`config.mk`:
```
export PLATFORM = sky130hd
export DESIGN_NAME = bitmap_font_text_dot_generator
export DESIGN_NICKNAME = d
export VERILOG_FILES = /design/src/sv/bfont_pkg.sv /design/src/sv/bfont_seq.sv /design/src/sv/bitmap_font_text_dot_generator.sv
export SDC_FILE = /design/constraint.sdc
export NUM_CORES = 1
export LEC_CHECK = 0
export BUFFER_PORTS_ARGS = -buffer_cell sky130_fd_sc_hd__buf_2
export CORE_MARGIN = 1
export CORE_UTILIZATION = 54
export CTS_BUF_LIST = sky130_fd_sc_hd__clkbuf_4 sky130_fd_sc_hd__clkbuf_8
export DETAILED_ROUTE_END_ITERATION = 12
export PLACE_DENSITY = 0.83
export SLEW_MARGIN = 0
export SYNTH_ARGS = -nofsm -noshare
export SYNTH_HDL_FRONTEND = slang
export SYNTH_SLANG_ARGS = --single-unit
```
`constraint.sdc`:
```
create_clock -name clk_i -period 6.5 [get_ports clk_i]
set_input_delay 1.3 -clock clk_i [delete_from_list [all_inputs] [get_ports clk_i]]
set_output_delay 1.3 -clock clk_i [all_outputs]
set_load 0.05 [all_outputs]
```
`src/sv/bfont_pkg.sv`:
```
// ---------------------------------------------------------------------------
// bfont_pkg
// Shared types, register indexes and the 5x3 font table of the character
// generator.
// ---------------------------------------------------------------------------
package bfont_pkg;

  localparam int GLYPH_COUNT = 95;
  localparam int GLYPH_BITS  = 15;   // 5 rows by 3 columns
  localparam int STEP_W      = 4;

  localparam logic [7:0] FIRST_CODE = 8'd32;
  localparam logic [7:0] END_CODE   = 8'(32 + GLYPH_COUNT);

  // Configuration register indexes
  typedef enum logic [7:0] {
    REG_ORIGIN_X   = 8'd0,
    REG_ORIGIN_Y   = 8'd1,
    REG_DOT_SCALE  = 8'd2,
    REG_TEXT_COLOR = 8'd3
  } reg_idx_e;

  // One character handed from the front end to the dot sequencer
  typedef struct packed {
    logic [15:0]           base_x;
    logic [GLYPH_BITS-1:0] glyph;
    logic [11:0]           origin_y;
    logic [4:0]            scale;
  } job_t;

  // Control word of the dot sequencer program
  typedef struct packed {
    logic [STEP_W-1:0] bit_idx;   // glyph bit tested in this step
    logic              row_end;   // last column: move to next row
    logic              prog_end;  // last step of the program
  } ucode_t;

  localparam logic [15:0] GLYPH_ROM [GLYPH_COUNT] = '{
    16'h0000, 16'h2092, 16'h002d, 16'h5f7d, 16'h279e, 16'h52a5, 16'h7ad6, 16'h0012,
    16'h4494, 16'h1491, 16'h017a, 16'h05d0, 16'h1400, 16'h01c0, 16'h0400, 16'h12a4,
    16'h2b6a, 16'h749a, 16'h752a, 16'h38a3, 16'h4f4a, 16'h38cf, 16'h3bce, 16'h12a7,
    16'h3aae, 16'h49ae, 16'h0410, 16'h1410, 16'h4454, 16'h0e38, 16'h1511, 16'h10e3,
    16'h73ee, 16'h5f7a, 16'h3beb, 16'h624e, 16'h3b6b, 16'h73cf, 16'h13cf, 16'h6b4e,
    16'h5bed, 16'h7497, 16'h2b27, 16'h5add, 16'h7249, 16'h5b7d, 16'h5b6b, 16'h3b6e,
    16'h12eb, 16'h4f6b, 16'h5aeb, 16'h388e, 16'h2497, 16'h6b6d, 16'h256d, 16'h5f6d,
    16'h5aad, 16'h24ad, 16'h72a7, 16'h6496, 16'h4889, 16'h3493, 16'h002a, 16'hf000,
    16'h0011, 16'h6b98, 16'h3b79, 16'h7270, 16'h7b74, 16'h6750, 16'h95d6, 16'hb9ee,
    16'h5b59, 16'h6410, 16'hb482, 16'h56e8, 16'h6492, 16'h5be8, 16'h5b58, 16'h3b70,
    16'h976a, 16'hcd6a, 16'h1370, 16'h38f0, 16'h64ba, 16'h3b68, 16'h2568, 16'h5f68,
    16'h54a8, 16'hb9ad, 16'h73b8, 16'h64d6, 16'h2492, 16'h3593, 16'h03e0
  };

  // Blank for control codes, space, DEL and the upper half
  function automatic logic [GLYPH_BITS-1:0] glyph_lookup(input logic [7:0] code);
    logic [7:0]  idx;
    logic [15:0] word;
    idx  = code - FIRST_CODE;
    word = '0;
    if ((code > FIRST_CODE) && (code < END_CODE)) begin
      word = GLYPH_ROM[idx[6:0]];
    end
    return word[GLYPH_BITS-1:0];
  endfunction

endpackage

```
`src/sv/bfont_seq.sv`:
```
// ---------------------------------------------------------------------------
// bfont_seq
// Microcoded dot sequencer: walks the glyph bits of one character in
// row-then-column order and emits one dot request per lit bit.
// ---------------------------------------------------------------------------
module bfont_seq (
  input  logic              clk_i,
  input  logic              rst_ni,
  input  logic              start_i,
  input  bfont_pkg::job_t   job_i,
  output logic              busy_o,
  output logic              out_valid_o,
  input  logic              out_ready_i,
  output logic [15:0]       dot_x_o,
  output logic [15:0]       dot_y_o,
  output logic              last_dot_o
);
  import bfont_pkg::*;

  // Program: one step per glyph bit
  function automatic ucode_t ucode(input logic [STEP_W-1:0] step);
    ucode_t cw;
    cw.bit_idx  = step;
    cw.row_end  = 1'b0;
    cw.prog_end = 1'b0;
    unique case (step)
      4'd2, 4'd5, 4'd8, 4'd11: cw.row_end = 1'b1;
      4'd14: begin
        cw.row_end  = 1'b1;
        cw.prog_end = 1'b1;
      end
      4'd15: cw.prog_end = 1'b1;
      default: ;
    endcase
    return cw;
  endfunction

  logic                  busy_q;
  logic [STEP_W-1:0]     step_q;
  logic [GLYPH_BITS-1:0] glyph_q;
  logic [15:0]           base_x_q;
  logic [11:0]           origin_y_q;
  logic [4:0]            scale_q;
  logic [6:0]            col_off_q;
  logic [7:0]            row_off_q;
  logic                  out_valid_q;
  logic [15:0]           dot_x_q;
  logic [15:0]           dot_y_q;
  logic                  last_q;

  ucode_t                cw;
  logic                  lit;
  logic                  out_free;
  logic                  active;
  logic                  advance;
  logic                  emit;
  logic [GLYPH_BITS-1:0] rest;

  always_comb begin
    cw       = ucode(step_q);
    lit      = glyph_q[cw.bit_idx];
    out_free = !out_valid_q || out_ready_i;
    active   = busy_q && (glyph_q != '0);
    advance  = active && (!lit || out_free);
    emit     = active && lit && out_free;
    rest     = glyph_q & ~(GLYPH_BITS'(1) << cw.bit_idx);
  end

  always_ff @(posedge clk_i or negedge rst_ni) begin
    if (!rst_ni) begin
      busy_q      <= 1'b0;
      step_q      <= '0;
      out_valid_q <= 1'b0;
    end else begin
      if (start_i) begin
        busy_q <= 1'b1;
        step_q <= '0;
      end else if (busy_q && (glyph_q == '0)) begin
        // no lit bits left: jump out of the program
        busy_q <= 1'b0;
        step_q <= '0;
      end else if (advance) begin
        if (cw.prog_end) begin
          busy_q <= 1'b0;
          step_q <= '0;
        end else begin
          step_q <= step_q + 1'b1;
        end
      end
      if (emit) begin
        out_valid_q <= 1'b1;
      end else if (out_ready_i) begin
        out_valid_q <= 1'b0;
      end
    end
  end

  always_ff @(posedge clk_i) begin
    if (start_i) begin
      glyph_q    <= job_i.glyph;
      base_x_q   <= job_i.base_x;
      origin_y_q <= job_i.origin_y;
      scale_q    <= job_i.scale;
      col_off_q  <= '0;
      row_off_q  <= '0;
    end else if (advance) begin
      if (emit) begin
        glyph_q <= rest;
      end
      if (cw.row_end) begin
        col_off_q <= '0;
        row_off_q <= row_off_q + {3'b000, scale_q};
      end else begin
        col_off_q <= col_off_q + {2'b00, scale_q};
      end
    end
    if (emit) begin
      dot_x_q <= base_x_q + {9'd0, col_off_q};
      dot_y_q <= {4'd0, origin_y_q} + {8'd0, row_off_q};
      last_q  <= (rest == '0);
    end
  end

  assign busy_o      = busy_q;
  assign out_valid_o = out_valid_q;
  assign dot_x_o     = dot_x_q;
  assign dot_y_o     = dot_y_q;
  assign last_dot_o  = last_q;

`ifndef SYNTHESIS
  a_start_idle : assert property (@(posedge clk_i) disable iff (!rst_ni)
    start_i |-> !busy_q)
    else $error("character started while sequencer busy");

  a_step_home : assert property (@(posedge clk_i) disable iff (!rst_ni)
    !busy_q |-> (step_q == '0))
    else $error("step counter not home while idle");

  a_emit_lit : assert property (@(posedge clk_i) disable iff (!rst_ni)
    emit |-> (glyph_q[cw.bit_idx] && (step_q != 4'd15)))
    else $error("dot emitted for unlit glyph bit");

  a_last_drains : assert property (@(posedge clk_i) disable iff (!rst_ni)
    (emit && (rest == '0)) |=> (glyph_q == '0))
    else $error("glyph bits remain after last dot");
`endif

endmodule

```
`src/sv/bitmap_font_text_dot_generator.sv`:
```
// ---------------------------------------------------------------------------
// bitmap_font_text_dot_generator
// 5x3 bitmap-font character generator: turns character bytes into square
// dot requests placed at the text cursor.
// ---------------------------------------------------------------------------
// Timing: the first dot request is registered once the program has stepped
//   through the glyph bits of the accepted character up to its first lit bit.
// A new character is accepted only when the sequencer is idle again, which it
//   is once no lit glyph bits are left or the program has ended. Output stalls
//   hold the sequencer up.
// Reset: origin 0, dot scale 1, cursor 0, no request pending.
module bitmap_font_text_dot_generator (
  input  logic        clk_i,
  input  logic        rst_ni,
  input  logic        cfg_valid_i,
  output logic        cfg_ready_o,
  input  logic [7:0]  cfg_index_i,
  input  logic [31:0] cfg_data_i,
  input  logic        in_valid_i,
  output logic        in_ready_o,
  input  logic [7:0]  char_code_i,
  input  logic        string_start_i,
  output logic        out_valid_o,
  input  logic        out_ready_i,
  output logic [15:0] dot_x_o,
  output logic [15:0] dot_y_o,
  output logic        last_dot_o
);
  import bfont_pkg::*;

  logic [11:0] origin_x_q;
  logic [11:0] origin_y_q;
  logic [4:0]  scale_q;
  logic [15:0] cursor_q;
  logic        busy;
  logic        accept;
  logic [15:0] cur_base;
  job_t        job;

  assign cfg_ready_o = 1'b1;
  assign in_ready_o  = !busy;
  assign accept      = in_valid_i && in_ready_o;
  assign cur_base    = string_start_i ? {4'd0, origin_x_q} : cursor_q;

  always_comb begin
    job.base_x   = cur_base;
    job.glyph    = glyph_lookup(char_code_i);
    job.origin_y = origin_y_q;
    job.scale    = scale_q;
  end

  // Text color is only meaningful to the downstream writer; drop it here.
  always_ff @(posedge clk_i or negedge rst_ni) begin
    if (!rst_ni) begin
      origin_x_q <= '0;
      origin_y_q <= '0;
      scale_q    <= 5'd1;
      cursor_q   <= '0;
    end else begin
      if (cfg_valid_i) begin
        unique case (reg_idx_e'(cfg_index_i))
          REG_ORIGIN_X:  origin_x_q <= cfg_data_i[11:0];
          REG_ORIGIN_Y:  origin_y_q <= cfg_data_i[11:0];
          REG_DOT_SCALE: scale_q    <= cfg_data_i[4:0];
          default: ;
        endcase
      end
      if (accept) begin
        // advance by four dots, blank or not
        cursor_q <= cur_base + {9'd0, scale_q, 2'b00};
      end
    end
  end

  bfont_seq u_seq (
    .clk_i       (clk_i),
    .rst_ni      (rst_ni),
    .start_i     (accept),
    .job_i       (job),
    .busy_o      (busy),
    .out_valid_o (out_valid_o),
    .out_ready_i (out_ready_i),
    .dot_x_o     (dot_x_o),
    .dot_y_o     (dot_y_o),
    .last_dot_o  (last_dot_o)
  );

endmodule

```
==> results.sh <==
export IMPL_first_global_vias=7462
export IMPL_crit_required_ps=6700
export IMPL_finalSetupTns_ps=0
export IMPL_post_cts_resized=0
export IMPL_postSynth_asyncResetShare_pct=35.4
export IMPL_ys_seq_area_share_pct=41.5
export IMPL_syn_area_cell_sq_um=9.53
export IMPL_synth_top_cells_by_count="nand2_1 (93), edfxtp_1 (78), o21ai_0 (66)"
export IMPL_drt_pass1_iter_count=5
export IMPL_critical_path_top_delay_family="compound AO/OA/AOI/OAI gates"
export IMPL_timing_final_max_slew_violations=0
export IMPL_post_layout_nonfiller_instances=1253
export IMPL_fmax_ghz=0.256
export IMPL_cp_common_cell="a221oi_1"
export IMPL_core_area_sq_um=16800
export IMPL_dr_total_vias=8079
export IMPL_worst_skew_pair_late_latency_ps=460
export IMPL_hold_wc_path_type="register to register"
export IMPL_die_area_sq_um=18000
export IMPL_root_buffer="clkbuf_8"
export IMPL_grt_setup_unrepaired="no"
export IMPL_leakage_nw=4.21
export IMPL_numCtsBuffers=17
export IMPL_start_util_pct=56.2
export IMPL_leading_area_contributor_after_synthesis="edfxtp_1"
export IMPL_peak_fanout_along_the_critical_path=22
export IMPL_power_total_mw=4.23
export IMPL_path_buf_inv=2
export IMPL_routabilityCongestion=1.03
export IMPL_io_pin_count=90
export IMPL_power_per_cell_area_nw_per_um2=413
export IMPL_synthFlopType="edfxtp_1"
export IMPL_antenna_found_initial=0
export IMPL_holdWs_ps=444
export IMPL_ctsHtreeMaxLevel=4
export IMPL_grt_remaining_overflow=0
export IMPL_setup_worst_path_end_class="register"
export IMPL_synth_seq_cells=144
export IMPL_number_of_hold_violations_in_the_final_report=0
export IMPL_cp_data_arrival_time_ps=4110
export IMPL_yosys_warning_count=0
export IMPL_critPathKind="primary input to register"
export IMPL_place_hpwl_um=17800
export IMPL_ys_types=77
export IMPL_wl_um=25400
export IMPL_holdBufCountCts=0
export IMPL_width_of_the_die_um=134
export IMPL_max_slew_worst_pin_slew_ps=1140
export IMPL_fin_crit_ps=3910
export IMPL_max_clock_path_buffers=2
export IMPL_crit_path_top_delay_cell="ha_1"
export IMPL_dpl_instance_area_sq_um=9850
export IMPL_vdd_ir_drop_max_v=0.000356
export IMPL_route_antenna_remaining_nets=0
export IMPL_crit_chain="buf_2 > inv_1 > ha_1 > nor2_1 > a211o_1 > a221oi_1 > nor3_1 > a221oi_1 > o21ai_1"
export IMPL_cts_sinks=144
export IMPL_status="complete, no violations"
export IMPL_grt_first_pass_wirelength_um=40000
export IMPL_post_cts_repair_setup_buffers=0
export IMPL_clkTransAtPathRegs_ps=80
export IMPL_route_detailed_vias_per_inst=6.45
export IMPL_detail_route_iter0_violations=1134
export IMPL_placement_row_count=47
export IMPL_die_h_um=134
export IMPL_tritoncts="done"
export IMPL_synthesis_area_sq_um=9450
export IMPL_worst_slew_margin_rel_pct=24.2
export IMPL_synth_enable_flop_cells=78
export IMPL_grt_max_degree=79
export IMPL_synth_cells=991
export IMPL_drive_gt1_share_pct=16.1
export IMPL_setup_worst_path_start_class="primary input"
export IMPL_yosysMostFrequentCell="nand2_1"
export IMPL_post_route_drc_count=0
export IMPL_nNetsFinal=1129
export IMPL_clock_skew_final_ps=12.2
export IMPL_areaGrowthSynthToFinish_pct=8.42
export IMPL_finish_instance_area_sq_um=10200
export IMPL_synth_top_area_cells="edfxtp_1 (25%), dfrtp_1 (13%), ha_1 (6.8%)"
export IMPL_min_period_over_period_pct=60.1
export IMPL_critical_path_max_stage_delay_ps=750
export IMPL_setup_violations=0
export IMPL_synth_top_cell_area_share_pct=24.8
export IMPL_drv_cap=0
export IMPL_numPortBuffers=65
export IMPL_track_usage_pct=28.7
export IMPL_placed_cells_incl_taps=1220
export IMPL_route_detailed_wl_per_inst_um=20.3
-- path summary, 6_finish.rpt --
| path | from | to | slack (ps) | depth (start not counted) |
|---|---|---|---|---|
| max | char_code_i[1] | u_seq.glyph_q[2]$_DFFE_PP_ | 2590 | 9 |
| min reg2reg | origin_y_q[1]$_DFFE_PN0P_ | u_seq.origin_y_q[1]$_DFFE_PP_ | 440 | 0 |
| max reg2reg | u_seq.step_q[0]$_DFFE_PN0P_ | u_seq.col_off_q[5]$_SDFFE_PP0P_ | 3360 | 6 |
| min | origin_y_q[1]$_DFFE_PN0P_ | u_seq.origin_y_q[1]$_DFFE_PP_ | 440 | 0 |
| min in group asynchronous | rst_ni | origin_y_q[9]$_DFFE_PN0P_ | 970 | 2 |
| max in group asynchronous | rst_ni | u_seq.step_q[3]$_DFFE_PN0P_ | 5060 | 2 |
-- registers in the layout, summed over array words and instances (netlist names), 7 cells and up --
register and flops:
u_seq.row_off_q 8, origin_y_q 12, u_seq.col_off_q 7, u_seq.origin_y_q 12, u_seq.base_x_q 16, origin_x_q 12, u_seq.dot_x_o 16, u_seq.dot_y_o 13
cursor_q 16, u_seq.glyph_q 15
-- report_power, final --
group,internal (mW),switching [mW]
Combinational,0.627,1.28
Sequential,1.37,0.241
Clock,0.320,0.385
Total,2.32,1.91
-- cell families after synthesis --
family                     synth area share, %
AOI/OAI and AO/OA                         19.8
buffers and inverters                     4.23
DFF                                       41.5
other                                   0.0795
and+or+nand+nor                           16.1
muxes                                     6.87
xor gates and xnor gates                  3.52
adders and majority gates                 7.81
-- placed cells by master (no fill, tap or decap), types with 28 or more instances in the layout --
cell	instances
nand3_1	53
mux2_2	41
edfxtp_1	78
nor2b_1	28
nand2_1	93
buf_2	65
a21oi_1	50
dfrtp_1	50
nor2_1	55
inv_1	31
o21ai_0	65
ha_1	51
-- layer usage --
| metal | vias up | routed length, um | track usage [%] |
|---|---|---|---|
| met4 | 0 | 573 | 9.86 |
| li1 | 3735 | - | - |
| met5 | - | 0 | 0 |
| met3 | 49 | 2120 | 5.71 |
| met2 | 399 | 11600 | 44.4 |
| met1 | 3896 | 11100 | 40.2 |
-- area by class of cell --
| cell class | count | area (sq um) |
|---|---|---|
| antenna | 1 | 2.50 |
| clock buffer | 18 | 241 |
| clock inverter | 14 | 145 |
| fill | 1391 | 6580 |
| inverter | 32 | 120 |
| multi-input combinational | 749 | 5140 |
| sequential | 144 | 3920 |
| tap | 220 | 275 |
| timing repair buffer | 75 | 400 |
-- through the flow --
step           setup WS (ps)  util [%]
2_1_floorplan           2680         -
3_3_place_gp            2250      58.6
3_5_place_dp            2250      58.6
4_1_cts                 2740      60.9
5_1_grt                 2430      60.9
6_report                2590      60.9
Power figures use the tool's default switching activity.
